==> src/rtl/kmp_pkg.sv <==
// ----------------------------------------------------------------------------
// kmp_pkg
// Shared types and constants for the KMP pattern search block.
// ----------------------------------------------------------------------------
`default_nettype none

package kmp_pkg;

    localparam int MAX_PATTERN_DEF   = 64;
    localparam int POSITION_BITS_DEF = 16;

    localparam int CFG_W = 7;   // pattern_length register
    localparam int SYM_W = 8;   // pattern / text byte
    localparam int POS_W = 16;  // reported start position

    typedef enum logic [1:0] {
        CMD_APPEND  = 2'd0,
        CMD_TEXT    = 2'd1,
        CMD_RESTART = 2'd2,
        CMD_CLEAR   = 2'd3
    } t_cmd;

    typedef struct packed {
        logic             found;
        logic [POS_W-1:0] position;
    } t_result;

endpackage

`default_nettype wire

==> src/rtl/kmp_pattern_search.sv <==
// ----------------------------------------------------------------------------
// kmp_pattern_search
// First-occurrence byte pattern search (Knuth-Morris-Pratt) over a stream.
// ----------------------------------------------------------------------------
// Requests on s_axis carry a command in tuser: append a pattern byte, a text
// byte, restart the text scan, or clear the pattern. Each appended byte gets
// its failure link computed on arrival. Text bytes walk the failure links; on
// the first full match one result with found=1 and the start index is sent on
// m_axis and further text is ignored until a restart. A text byte with tlast
// and no match sends found=0, position 0. Restart, clear, a dropped byte,
// ignored text after the scan ended, text before the pattern is complete and
// a first pattern byte are handled in the idle state; other pattern bytes and
// text bytes enter a step state that follows the failure links (one
// synchronous read of the pattern and failure RAMs per cycle). No request is
// taken while a walk or a result is pending. The output register lets the
// result wait on m_axis_tready. The user must write pattern_length on the cfg
// port only while idle; the block itself does not enforce it. Values of 0 act
// as 1, values above MAX_PATTERN as MAX_PATTERN. No clearing pass is needed
// after reset.
// ----------------------------------------------------------------------------
`default_nettype none

module kmp_pattern_search #(
    parameter int MAX_PATTERN   = kmp_pkg::MAX_PATTERN_DEF,
    parameter int POSITION_BITS = kmp_pkg::POSITION_BITS_DEF
) (
    input  wire                         i_clk,
    input  wire                         i_rst_n,
    // request stream
    input  wire                         s_axis_tvalid,
    output logic                        s_axis_tready,
    input  wire  [7:0]                  s_axis_tdata,   // [7:0] symbol
    input  wire  [1:0]                  s_axis_tuser,   // [1:0] command
    input  wire                         s_axis_tlast,   // last_text
    // result stream
    output logic                        m_axis_tvalid,
    input  wire                         m_axis_tready,
    output logic [15:0]                 m_axis_tdata,   // [15:0] position
    output logic                        m_axis_tuser,   // [0] found
    // pattern_length register
    input  wire                         i_cfg_valid,
    output logic                        o_cfg_ready,
    input  wire  [kmp_pkg::CFG_W-1:0]   i_cfg_data
);
    import kmp_pkg::*;

    localparam int IW = $clog2(MAX_PATTERN);
    localparam int CW = $clog2(MAX_PATTERN + 1);

    logic [CFG_W-1:0] r_cfg_len;
    logic [CW-1:0]    eff_len;
    logic [31:0]      cfg_ext;

    logic          wr_en;
    logic [IW-1:0] wr_idx;
    logic [7:0]    wr_pat;
    logic [CW-1:0] wr_fail;
    logic          rd_en;
    logic [CW-1:0] rd_q;
    logic [7:0]    rd_pat;
    logic [CW-1:0] rd_fail;

    logic    res_valid;
    logic    res_ready;
    t_result res;

    logic    r_out_valid;
    t_result r_out;

    // config register, always ready
    assign o_cfg_ready = 1'b1;

    always_ff @(posedge i_clk) begin
        if (!i_rst_n) begin
            r_cfg_len <= CFG_W'(1);
        end else if (i_cfg_valid) begin
            r_cfg_len <= i_cfg_data;
        end
    end

    // saturate length to 1..MAX_PATTERN
    assign cfg_ext = 32'(r_cfg_len);
    always_comb begin
        if (cfg_ext == 32'd0) begin
            eff_len = CW'(1);
        end else if (cfg_ext > 32'(MAX_PATTERN)) begin
            eff_len = CW'(MAX_PATTERN);
        end else begin
            eff_len = cfg_ext[CW-1:0];
        end
    end

    kmp_store #(
        .MAX_PATTERN (MAX_PATTERN)
    ) u_store (
        .i_clk     (i_clk),
        .i_wr_en   (wr_en),
        .i_wr_idx  (wr_idx),
        .i_wr_pat  (wr_pat),
        .i_wr_fail (wr_fail),
        .i_rd_en   (rd_en),
        .i_rd_q    (rd_q),
        .o_rd_pat  (rd_pat),
        .o_rd_fail (rd_fail)
    );

    kmp_engine #(
        .MAX_PATTERN   (MAX_PATTERN),
        .POSITION_BITS (POSITION_BITS)
    ) u_engine (
        .i_clk       (i_clk),
        .i_rst_n     (i_rst_n),
        .i_in_valid  (s_axis_tvalid),
        .o_in_ready  (s_axis_tready),
        .i_cmd       (t_cmd'(s_axis_tuser)),
        .i_sym       (s_axis_tdata),
        .i_last      (s_axis_tlast),
        .i_len       (eff_len),
        .o_wr_en     (wr_en),
        .o_wr_idx    (wr_idx),
        .o_wr_pat    (wr_pat),
        .o_wr_fail   (wr_fail),
        .o_rd_en     (rd_en),
        .o_rd_q      (rd_q),
        .i_rd_pat    (rd_pat),
        .i_rd_fail   (rd_fail),
        .o_res_valid (res_valid),
        .i_res_ready (res_ready),
        .o_res       (res)
    );

    // output register: result waits here for the sink
    assign res_ready = !r_out_valid || m_axis_tready;

    always_ff @(posedge i_clk) begin
        if (!i_rst_n) begin
            r_out_valid <= 1'b0;
        end else if (res_ready) begin
            r_out_valid <= res_valid;
        end
    end

    always_ff @(posedge i_clk) begin
        if (res_ready && res_valid) begin
            r_out <= res;
        end
    end

    assign m_axis_tvalid = r_out_valid;
    assign m_axis_tdata  = r_out.position;
    assign m_axis_tuser  = r_out.found;

endmodule

`default_nettype wire

==> src/rtl/kmp_store.sv <==
// ----------------------------------------------------------------------------
// kmp_store
// Pattern bytes and failure links, two synchronous RAMs sharing one
// write address and one read state (pattern at q, failure link at q-1).
// ----------------------------------------------------------------------------
`default_nettype none

module kmp_store #(
    parameter int MAX_PATTERN = kmp_pkg::MAX_PATTERN_DEF
) (
    input  wire                                    i_clk,
    input  wire                                    i_wr_en,
    input  wire  [$clog2(MAX_PATTERN)-1:0]         i_wr_idx,
    input  wire  [kmp_pkg::SYM_W-1:0]              i_wr_pat,
    input  wire  [$clog2(MAX_PATTERN+1)-1:0]       i_wr_fail,
    input  wire                                    i_rd_en,
    input  wire  [$clog2(MAX_PATTERN+1)-1:0]       i_rd_q,
    output logic [kmp_pkg::SYM_W-1:0]              o_rd_pat,
    output logic [$clog2(MAX_PATTERN+1)-1:0]       o_rd_fail
);
    import kmp_pkg::*;

    localparam int IW = $clog2(MAX_PATTERN);
    localparam int CW = $clog2(MAX_PATTERN + 1);

    logic [SYM_W-1:0] r_pat_mem  [MAX_PATTERN];
    logic [CW-1:0]    r_fail_mem [MAX_PATTERN];

    logic [CW-1:0] qm1;
    logic [IW-1:0] pat_addr;
    logic [IW-1:0] fail_addr;

    assign qm1       = i_rd_q - CW'(1);
    assign pat_addr  = i_rd_q[IW-1:0];
    assign fail_addr = qm1[IW-1:0];   // don't care when q is zero

    always_ff @(posedge i_clk) begin
        if (i_wr_en) begin
            r_pat_mem[i_wr_idx]  <= i_wr_pat;
            r_fail_mem[i_wr_idx] <= i_wr_fail;
        end
    end

    always_ff @(posedge i_clk) begin
        if (i_rd_en) begin
            o_rd_pat  <= r_pat_mem[pat_addr];
            o_rd_fail <= r_fail_mem[fail_addr];
        end
    end

endmodule

`default_nettype wire

==> src/rtl/kmp_engine.sv <==
// ----------------------------------------------------------------------------
// kmp_engine
// Command sequencer: runs the failure-link walk against the store for both
// pattern loading and text scanning, one link per cycle.
// States are held as q = k + 1 so that "minus one" is zero.
// ----------------------------------------------------------------------------
`default_nettype none

module kmp_engine #(
    parameter int MAX_PATTERN   = kmp_pkg::MAX_PATTERN_DEF,
    parameter int POSITION_BITS = kmp_pkg::POSITION_BITS_DEF
) (
    input  wire                                    i_clk,
    input  wire                                    i_rst_n,
    // request in
    input  wire                                    i_in_valid,
    output logic                                   o_in_ready,
    input  kmp_pkg::t_cmd                          i_cmd,
    input  wire  [kmp_pkg::SYM_W-1:0]              i_sym,
    input  wire                                    i_last,
    // effective pattern length, 1..MAX_PATTERN
    input  wire  [$clog2(MAX_PATTERN+1)-1:0]       i_len,
    // store
    output logic                                   o_wr_en,
    output logic [$clog2(MAX_PATTERN)-1:0]         o_wr_idx,
    output logic [kmp_pkg::SYM_W-1:0]              o_wr_pat,
    output logic [$clog2(MAX_PATTERN+1)-1:0]       o_wr_fail,
    output logic                                   o_rd_en,
    output logic [$clog2(MAX_PATTERN+1)-1:0]       o_rd_q,
    input  wire  [kmp_pkg::SYM_W-1:0]              i_rd_pat,
    input  wire  [$clog2(MAX_PATTERN+1)-1:0]       i_rd_fail,
    // result
    output logic                                   o_res_valid,
    input  wire                                    i_res_ready,
    output kmp_pkg::t_result                       o_res
);
    import kmp_pkg::*;

    localparam int IW = $clog2(MAX_PATTERN);
    localparam int CW = $clog2(MAX_PATTERN + 1);
    localparam int DW = 33;

    typedef enum logic [2:0] {
        ST_IDLE = 3'b001,
        ST_STEP = 3'b010,
        ST_EMIT = 3'b100
    } t_state;

    t_state                   r_state,  n_state;
    logic [CW-1:0]            r_loaded, n_loaded;
    logic [CW-1:0]            r_prefix, n_prefix;
    logic [CW-1:0]            r_match,  n_match;
    logic [POSITION_BITS-1:0] r_pos,    n_pos;
    logic                     r_done,   n_done;
    logic                     r_text,   n_text;    // walk is for text, not load
    logic [CW-1:0]            r_q,      n_q;
    logic [SYM_W-1:0]         r_sym,    n_sym;
    logic                     r_last,   n_last;
    logic [POSITION_BITS-1:0] r_cur,    n_cur;     // index of current text byte
    t_result                  r_res,    n_res;

    logic          hit;
    logic [CW-1:0] q_next;
    logic [CW-1:0] q_start;
    logic [DW-1:0] pos_ext;
    logic [DW-1:0] k_ext;
    logic [DW-1:0] diff;

    assign hit     = (i_rd_pat == r_sym);
    // at q zero a mismatch stays at zero; the failure read is not valid there
    assign q_next  = hit ? r_q + CW'(1) : ((r_q == '0) ? '0 : i_rd_fail);
    assign q_start = (r_match >= i_len) ? '0 : r_match;
    assign pos_ext = DW'(r_cur);
    assign k_ext   = DW'(i_len) - DW'(1);
    assign diff    = pos_ext - k_ext;

    assign o_in_ready  = (r_state == ST_IDLE);
    assign o_res_valid = (r_state == ST_EMIT);
    assign o_res       = r_res;

    always_comb begin
        n_state  = r_state;
        n_loaded = r_loaded;
        n_prefix = r_prefix;
        n_match  = r_match;
        n_pos    = r_pos;
        n_done   = r_done;
        n_text   = r_text;
        n_q      = r_q;
        n_sym    = r_sym;
        n_last   = r_last;
        n_cur    = r_cur;
        n_res    = r_res;
        o_wr_en   = 1'b0;
        o_wr_idx  = r_loaded[IW-1:0];
        o_wr_pat  = r_sym;
        o_wr_fail = q_next;
        o_rd_en   = 1'b0;
        o_rd_q    = q_next;

        case (r_state)
            ST_IDLE: begin
                if (i_in_valid) begin
                    n_sym  = i_sym;
                    n_last = i_last;
                    case (i_cmd)
                        CMD_APPEND: begin
                            if (r_loaded == CW'(MAX_PATTERN)) begin
                                // store full, drop the byte
                            end else if (r_loaded == '0) begin
                                o_wr_en   = 1'b1;
                                o_wr_pat  = i_sym;
                                o_wr_fail = '0;
                                n_prefix  = '0;
                                n_loaded  = CW'(1);
                            end else begin
                                o_rd_en = 1'b1;
                                o_rd_q  = r_prefix;
                                n_q     = r_prefix;
                                n_text  = 1'b0;
                                n_state = ST_STEP;
                            end
                        end
                        CMD_RESTART: begin
                            n_match = '0;
                            n_pos   = '0;
                            n_done  = 1'b0;
                        end
                        CMD_CLEAR: begin
                            n_loaded = '0;
                            n_prefix = '0;
                            n_match  = '0;
                        end
                        CMD_TEXT: begin
                            if (!r_done) begin
                                n_cur = r_pos;
                                if (r_pos != '1) begin
                                    n_pos = r_pos + POSITION_BITS'(1);
                                end
                                if (r_loaded >= i_len) begin
                                    o_rd_en = 1'b1;
                                    o_rd_q  = q_start;
                                    n_q     = q_start;
                                    n_text  = 1'b1;
                                    n_state = ST_STEP;
                                end else begin
                                    n_match = '0;
                                    if (i_last) begin
                                        n_done  = 1'b1;
                                        n_res   = '{found: 1'b0, position: '0};
                                        n_state = ST_EMIT;
                                    end
                                end
                            end
                        end
                        default: begin
                        end
                    endcase
                end
            end
            ST_STEP: begin
                if (hit || r_q == '0) begin
                    if (!r_text) begin
                        o_wr_en  = 1'b1;
                        n_prefix = q_next;
                        n_loaded = r_loaded + CW'(1);
                        n_state  = ST_IDLE;
                    end else begin
                        n_match = q_next;
                        if (q_next == i_len) begin
                            n_done  = 1'b1;
                            n_res   = '{found: 1'b1,
                                        position: (pos_ext >= k_ext) ?
                                                  diff[POS_W-1:0] : '0};
                            n_state = ST_EMIT;
                        end else if (r_last) begin
                            n_done  = 1'b1;
                            n_res   = '{found: 1'b0, position: '0};
                            n_state = ST_EMIT;
                        end else begin
                            n_state = ST_IDLE;
                        end
                    end
                end else begin
                    // mismatch: follow the failure link, read it next
                    o_rd_en = 1'b1;
                    n_q     = q_next;
                end
            end
            ST_EMIT: begin
                if (i_res_ready) begin
                    n_state = ST_IDLE;
                end
            end
            default: begin
                n_state = ST_IDLE;
            end
        endcase
    end

    always_ff @(posedge i_clk) begin
        if (!i_rst_n) begin
            r_state  <= ST_IDLE;
            r_loaded <= '0;
            r_prefix <= '0;
            r_match  <= '0;
            r_pos    <= '0;
            r_done   <= 1'b0;
        end else begin
            r_state  <= n_state;
            r_loaded <= n_loaded;
            r_prefix <= n_prefix;
            r_match  <= n_match;
            r_pos    <= n_pos;
            r_done   <= n_done;
        end
    end

    always_ff @(posedge i_clk) begin
        r_text <= n_text;
        r_q    <= n_q;
        r_sym  <= n_sym;
        r_last <= n_last;
        r_cur  <= n_cur;
        r_res  <= n_res;
    end

    // prefix link always points inside the loaded pattern
    a_prefix_in_range: assert property (@(posedge i_clk) disable iff (!i_rst_n)
        (r_loaded != '0) |-> (r_prefix < r_loaded))
        else $error("prefix link beyond loaded pattern");

    a_loaded_bound: assert property (@(posedge i_clk) disable iff (!i_rst_n)
        r_loaded <= CW'(MAX_PATTERN))
        else $error("loaded count overflow");

    // walk never addresses past the store
    a_walk_in_range: assert property (@(posedge i_clk) disable iff (!i_rst_n)
        (r_state == ST_STEP) |-> (r_q < CW'(MAX_PATTERN)))
        else $error("walk state out of store range");

    // a no-match result carries position zero
    a_nomatch_pos: assert property (@(posedge i_clk) disable iff (!i_rst_n)
        (o_res_valid && !o_res.found) |-> (o_res.position == '0))
        else $error("no-match result with nonzero position");

    // a result ends the scan
    a_result_done: assert property (@(posedge i_clk) disable iff (!i_rst_n)
        o_res_valid |-> r_done)
        else $error("result without scan done");

endmodule

`default_nettype wire
==> config.mk <==
export PLATFORM = sky130hd
export DESIGN_NAME = kmp_pattern_search
export DESIGN_NICKNAME = d
export VERILOG_FILES = /design/src/rtl/kmp_pkg.sv /design/src/rtl/kmp_pattern_search.sv /design/src/rtl/kmp_store.sv /design/src/rtl/kmp_engine.sv
export SDC_FILE = /design/constraint.sdc
export NUM_CORES = 1
export LEC_CHECK = 0
export BUFFER_PORTS_ARGS = -buffer_cell sky130_fd_sc_hd__buf_2
export CORE_MARGIN = 2
export CORE_UTILIZATION = 57
export CTS_CLUSTER_DIAMETER = 80
export DETAILED_ROUTE_END_ITERATION = 10
export PLACE_DENSITY = 0.74
export RECOVER_POWER = 25
export SLEW_MARGIN = 25
export SYNTH_ARGS = -nofsm -noshare
export SYNTH_HDL_FRONTEND = slang
export SYNTH_SLANG_ARGS = --single-unit
==> constraint.sdc <==
create_clock -name i_clk -period 5.5 [get_ports i_clk]
set_clock_uncertainty 0.2 [all_clocks]
set_input_delay 0.275 -clock i_clk [delete_from_list [all_inputs] [get_ports i_clk]]
set_output_delay 0.275 -clock i_clk [all_outputs]
set_load 0.1 [all_outputs]
Word-level counts from Yosys, hierarchy flattened
Memory sizes are Yosys's and may differ from the RTL's. A register that Yosys moved wholly into a read port is not among the register bits.
Index checks and enable logic that the tools add are counted.
Operators by class
  add/sub/neg operators: 6
  magnitude comparators: 4
  equal/unequal tests: 37
  mux-type cells: 110
  bitwise gates (word level): 1
  reduce and logical (&&, ||, !) cells: 22
Operator list (number)
  $mux W7: 31
  $mux W17: 9
  $pmux W7 S2: 8
  $mux W16: 3
  $mux W8: 5
  $mux W6: 6
  $pmux W17 S2: 1
  $ge A16 B33 Y1: 1
  $mux W3: 11
  $logic_not A32 Y1: 1
  $pmux W16 S2: 1
  $mux W1: 26
  $reduce_and A7 Y1: 3
  $add A16 B1 Y16 const B: 1
  $ne A16 B16 Y1 const B: 1
  $ne A2 B2 Y1 const B: 8
  $reduce_and A8 Y1: 2
  $sub A16 B16 Y16: 1
  $add A7 B1 Y7 const B: 2
  $ge A7 B7 Y1: 2
  $logic_not A7 Y1: 2
  $ne A2 B1 Y1 const B: 7
  $ne A3 B1 Y1 const B: 4
  $ne A3 B3 Y1 const B: 4
  other kinds (29): 40
Word-level totals
  register bits: 116
  bits in writable memories: 960
  input bits: 23
  word-level logic and storage cells: 199
  memories: 2
Memory list
  u_store.r_pat_mem: words 64, width 8, rd ports 1, clocked after memory_dff 1, wr ports 1, RTL line kmp_store.sv:26  | logic [SYM_W-1:0] r_pat_mem [MAX_PATTERN];
  u_store.r_fail_mem: words 64, width 7, rd ports 1, clocked after memory_dff 1, wr ports 1, RTL line kmp_store.sv:27  | logic [CW-1:0] r_fail_mem [MAX_PATTERN];

Logic depth before layout (Yosys ltp)
  word-level depth: 11
  depth in mapped cells: 26
  gate-level depth less buffers: 20

By module
A second synthesis with hierarchy kept.
Second synthesis, totals
  cell total of the unflattened synthesis: 2397
  area, all modules: 44652.8 um^2
Modules (own cells, without submodules)
  kmp_store: instances 1, cells each 1680, area each 37853.8 um^2, seq. area each 29278.1 um^2
  kmp_engine: instances 1, cells each 662, area each 5913.2 um^2, seq. area each 2322.2 um^2
  kmp_pattern_search: instances 1, cells each 55, area each 885.8 um^2, seq. area each 670.6 um^2

Worst setup path after synthesis
No wires, ideal clock.
  path type: reg2reg
  start: reg u_engine.r_state[0]
  end: reg u_store.o_rd_fail[0] (read register of u_store.r_fail_mem) (data pin)
  library setup time: 260 ps
  arrival: 5571 ps
  data required time: 5040 ps
  slack: -531 ps
  stages on the path, launching flop included: 21
  buffers on the path: 8
  cell sequence: dfxtp_1 nor3b_4 nand2_4 nor3_2 and4bb_4 and2_1 a221o_1 buf_4 inv_2 buf_6 buf_6 buf_2 buf_2 buf_2 ha_1 clkbuf_1 clkbuf_1 mux4_2 mux2_2 o22ai_1 nor3_1
Between the ends
  word-level cells in the longest chain between the ends: 3
  elaborated cells between the ends (all ways): 5
  classes of those cells: add/sub: 1; eq/ne: 2; mux: 2
RTL lines
  start, declared: RTL line kmp_engine.sv:49  | t_state r_state, n_state;
  start signal, assigned: RTL line kmp_engine.sv:210  | r_state <= n_state;
  $eq A3 B1 Y1 (*)
  named net s_axis_tready: RTL line kmp_pattern_search.sv:31  | output logic s_axis_tready,
  $mux W6: RTL line kmp_engine.sv:101  | case (r_state)
  $sub A6 B1 Y6: RTL line kmp_store.sv:33  | assign qm1 = i_rd_q - CW'(1);
  end, declared: RTL line kmp_store.sv:19  | output logic [$clog2(MAX_PATTERN+1)-1:0] o_rd_fail
The timed path passes the listed nets; every way through them passes the cells marked *.
A chain may end at the register's enable or synchronous reset.

Worst setup path in the final report
  start: reg r_cfg_len[4]
  end: reg u_store.o_rd_pat[4] (netlist name) (read register of u_store.r_pat_mem) (data pin)
Between the ends
  word-level cells in the longest chain between the ends: 10
  elaborated cells between the ends (all ways): 17
  classes of those cells: order compare: 3; mux: 13; reduce/logical: 1
RTL lines
  start, declared: RTL line kmp_pattern_search.sv:50  | logic [CFG_W-1:0] r_cfg_len;
  start signal, assigned: RTL line kmp_pattern_search.sv:77  | r_cfg_len <= i_cfg_data;
  $gt A7 B7 Y1: RTL line kmp_pattern_search.sv:86  | end else if (cfg_ext > 32'(MAX_PATTERN)) begin
  $mux W7: RTL line kmp_pattern_search.sv:86
  $mux W7 (*): RTL line kmp_pattern_search.sv:84  | if (cfg_ext == 32'd0) begin
  $ge A7 B7 Y1: RTL line kmp_engine.sv:72  | assign q_start = (r_match >= i_len) ? '0 : r_match;
  $mux W7: RTL line kmp_engine.sv:72
  $mux W6: RTL line kmp_engine.sv:140  | if (r_loaded >= i_len) begin
  $mux W6: RTL line kmp_engine.sv:135  | if (!r_done) begin
  $pmux W6 S2: RTL line kmp_engine.sv:106  | case (i_cmd)
  $mux W6: RTL line kmp_engine.sv:103  | if (i_in_valid) begin
  $mux W6: RTL line kmp_engine.sv:101
  end, declared: RTL line kmp_store.sv:18  | output logic [kmp_pkg::SYM_W-1:0] o_rd_pat,
Every way passes the cells marked *; elsewhere a longest branch is shown, timed or not.

==> metrics.cfg <==
[floorplan]
die_w_um = 285.4
ioPinCount = 43
core_um2 = 78740
std_cell_rows = 103
die_y_um = 285.4
dieArea_um2 = 81440
start_util_pct = 57.31

[clocking]
cts_made_buffers = 108
cts_tree = done
htree_num_levels = 3
cts.sinks = 1091
clk_path_buf_depth = 3
cts.clk_slew.worst_paths_ns = 0.06
worst_skew_pair.late_latency_ns = 0.68
root_buffer = clkbuf_16

[hold_path]
hold_path_class = in -> reg
worstHoldStart = s_axis_tdata[2]
whs_path_depth = 2
whs_endpoint = u_engine.r_sym[2]

[setup_path]
crit_top_cell = nor2_1
start_kind = register
crit_fanout = 56
worstReg2RegStart = r_cfg_len[4]
timing.rr.end = u_store.o_rd_pat[4]
worst_path_largest_cell_delay_ns = 0.64
reg2reg_depth = 19
cp_cell_sequence = or4_1, nor2_1, nor2_1, nor2_1, buf_4, ha_1, nor2b_1, o21ai_0, a211oi_2, and4bb_4, a32oi_4, nand2_8, buf_12, buf_6, mux2i_1, mux2_2, o22ai_1, a41oi_1, a211oi_1
cp.required_ns = 5.69
r2r_setup_slack_ns = 0.13
cp-end-kind = register
path_buf_inv = 3
critical-path-top-delay-family = simple AND/OR/NAND/NOR gates
worst_path_max_delay_cell = a41oi_1
arrival_ns = 5.55
path_class = reg -> reg

[drt]
wl_mm = 119.5
drt_iter0_drc = 3362
drc_errors = 0
firstDrtPassIters = 6
post_drt_wl_per_cell_um = 28.64
via_per_inst = 6.502
antenna_left = 0
via_count = 27138

[synth]
synthMuxAreaShare_pct = 10.14
syn_area_per_cell_um2 = 16.06
synth_top_family_by_area = multiplexers
synth_compound_area_share_pct = 6.618
ys_ff_latch = 1091
postSynth.asyncResetShare_pct = 0
yosys_warnings = 0
ys_types = 84
yosys.area_share.simple_pct = 7.550
synth-edff-count = 1042
synth_xor_area_share_pct = 0.9510
synth_adder_area_share_pct = 1.237
seq_area_frac_synth_pct = 71.51
synth_flop_cell = edfxtp_1
syn_area_um2 = 45130
netlist_instances = 2809

[pwr]
swShare_pct = 27.78
power_density_nw_per_um2 = 415.2
p_int_w = 0.01549
p_switching_w = 0.005957
pwr-share-comb_pct = 19.6
seq_power_share_pct = 45.3
p_leak_nw = 17.28
clkPwrFrac_pct = 35.1
ir_drop_v = 0.0003256

[status]
violations = capacitance limit, slew limit
status = complete, but fails checks

[sta]
finalSetupViolations = 0
finalCriticalPeriod_ns = 5.368
timing_hold_violations_final = 0
fmax_mhz = 186.3
worst_pin_slew_ns = 1.934
finalCritPeriodShare_pct = 97.59
drv_slew = 182
rsz0062_at_grt = true
slew_headroom_pct = -29.39
final.setup.tns_ns = 0

[flow_run]
cap_violations = 7

[global_route]
track_usage_pct = 29.27
grt_pass1_vias = 26772
grt_max_degree = 65
grt_pass1_wl_mm = 175.5
gr-total-overflow = 0
antenna_found_initial = 2

[finish]
drive_above_1_share_pct = 18.67
final_cells = 4174
area_delta_synth_final_pct = 14.43
num-fill-cells = 5291
num-nets-final = 3100

[place]
dp_cells = 3930
dp_hpwl_mm = 77.09
numPortBuffers = 41
globalplace.congestion = 0.9480

## synth_stat cells (9+ instances only)
cell,n,area share (%)
edfxtp_1,1042,69
nand2_1,286,2.4
mux2i_1,149,3.3
nor2_1,137,1.1
nand3_1,121,1.3
mux4_2,112,5.6
a211oi_1,89,1.5
clkbuf_1,81,0.67
buf_2,50,0.55
mux2_2,50,1.2
dfxtp_1,49,2.2
a21boi_0,46,0.77
ha_1,43,1.2
o21ai_0,40,0.44
a21oi_1,37,0.41
a311oi_1,37,0.72
nand4_1,36,0.50
xnor2_1,33,0.64
inv_1,30,0.25
nor2b_1,25,0.35
nor3_1,25,0.28
o22ai_1,23,0.32
xor2_1,16,0.31
a31o_2,15,0.29
and3_1,15,0.21
buf_4,14,0.23
nand2b_1,12,0.17
a31oi_1,10,0.14
and2_1,10,0.14
buf_1,10,0.083
a41oi_1,9,0.17
or3_1,9,0.12
or4_1,9,0.15
## registers in the layout, summed over array words and instances (netlist names), 8 cells and up
signal / count
m_axis_tdata: 16
u_engine.o_res: 17
u_engine.r_cur: 16
u_engine.r_pos: 16
u_engine.r_sym: 8
u_store.o_rd_pat: 8
u_store.r_fail_mem: 448
u_store.r_pat_mem: 512
## cells in the final DEF (no fill, tap or decap), drive strengths merged, types with 9 or more instances in the layout
| cell type | n |
|---|---|
| nand3 | 121 |
| nand2b | 12 |
| nor3 | 26 |
| nand4 | 37 |
| or4 | 9 |
| ha | 43 |
| nor2b | 25 |
| o21ai | 42 |
| mux4 | 112 |
| and3 | 15 |
| o22ai | 23 |
| nor2 | 137 |
| xor2 | 16 |
| mux2i | 149 |
| a21oi | 37 |
| xnor2 | 33 |
| a41oi | 9 |
| dfxtp | 49 |
| or3 | 9 |
| a311oi | 42 |
| conb | 11 |
| edfxtp | 1042 |
| a21boi | 46 |
| clkbuf | 163 |
| bufinv | 15 |
| a31o | 15 |
| nand2 | 289 |
| inv | 34 |
| mux2 | 50 |
| buf | 193 |
| and2 | 11 |
| a31oi | 10 |
| clkinv | 52 |
| dlygate4sd3 | 37 |
| a211oi | 92 |
## routing by layer
| layer | vias up | wire, µm | track usage (%) |
|---|---|---|---|
| met5 | - | 0 | 0 |
| met4 | 0 | 6879 | 13.99 |
| met3 | 327 | 12410 | 6.264 |
| met2 | 1657 | 55700 | 46.43 |
| met1 | 13634 | 44540 | 39.00 |
| li1 | 11520 | - | - |
## how the worst max path moves through the flow
stage	startpoint	endpoint	slack, ns	cells after the start
3_3_place_gp	r_cfg_len[4]	u_store.o_rd_pat[4]	0.14	19
5_1_grt	r_cfg_len[4]	u_store.o_rd_fail[2]	0.002	20
6_report	r_cfg_len[4]	u_store.o_rd_pat[4]	0.13	19
2_1_floorplan	u_engine.r_state[0]	u_store.o_rd_fail[5]	0.007	20
3_5_place_dp	r_cfg_len[4]	u_store.o_rd_pat[1]	0.05	19
4_1_cts	r_cfg_len[4]	u_store.o_rd_pat[5]	0.01	19
## cells by family (layout without fill, tap and decap cells)
group,after synthesis,count (layout)
buffers and inverters,194,498
adders and majority gates,44,44
xor gates and xnor gates,49,49
and+or+nand+nor,725,725
other,1,12
DFF,1091,1091
muxes,311,311
AOI/OAI and AO/OA,394,394
## power groups by stage
stage	Clock (W)	Sequential, W	Combinational [W]
after detailed placement	0	0.00989	0.00406
after CTS	0.00758	0.00971	0.00412
after floorplan	0	0.00992	0.00252
after global routing	0.00789	0.00973	0.00441
final	0.00752	0.00972	0.00420
after global placement	0	0.00988	0.00395
## worst register-to-register path, stage by stage, from the launching register on
cell	delay [ns]
dfxtp_1	0.31
or4_1	0.58
nor2_1	0.12
nor2_1	0.05
nor2_1	0.16
buf_4	0.17
ha_1	0.23
nor2b_1	0.11
o21ai_0	0.13
a211oi_2	0.27
and4bb_4	0.34
a32oi_4	0.09
nand2_8	0.15
buf_12	0.25
buf_6	0.51
mux2i_1	0.35
mux2_2	0.20
o22ai_1	0.07
a41oi_1	0.64
a211oi_1	0.17
## through the flow
step / hold WS [ns] / total power, W / util [%] / worst slack [ns] / instance area [µm²]
6_report: 0.1360 / 0.02144 / 65.58 / 0.1325 / 51640
5_1_grt: 0.1311 / 0.02203 / 65.58 / 0.001514 / 51640
4_1_cts: 0.07536 / 0.02141 / 65.59 / 0.009903 / 51640
3_5_place_dp: 0.2057 / 0.01394 / 60.50 / 0.05063 / 47640
3_3_place_gp: 0.2034 / 0.01383 / 60.44 / 0.1356 / 47590
2_1_floorplan: 0.1739 / 0.01244 / - / 0.007098 / 45200
## final cells by class
type	instances	area, µm²	share of cell area, %
Tap cell	1050	1314	2.544
Antenna cell	1	2.502	0.004846
Timing Repair Buffer	264	2135	4.134
Timing Repair inverter	1	8.758	0.01696
Multi-Input combinational cell	1534	12130	23.49
Clock inverter	71	782.0	1.514
Sequential cell	1091	32270	62.49
Clock buffer	129	2854	5.527
Inverter	33	143.9	0.2786
## timing repair
item	in CTS	in global routing
hold buffers	37	0
hold endpoints to repair	45	0
resized for setup	0	9
setup endpoints to repair	0	14
setup buffers	0	5
No activity file was read; power rests on OpenSTA's default activity.
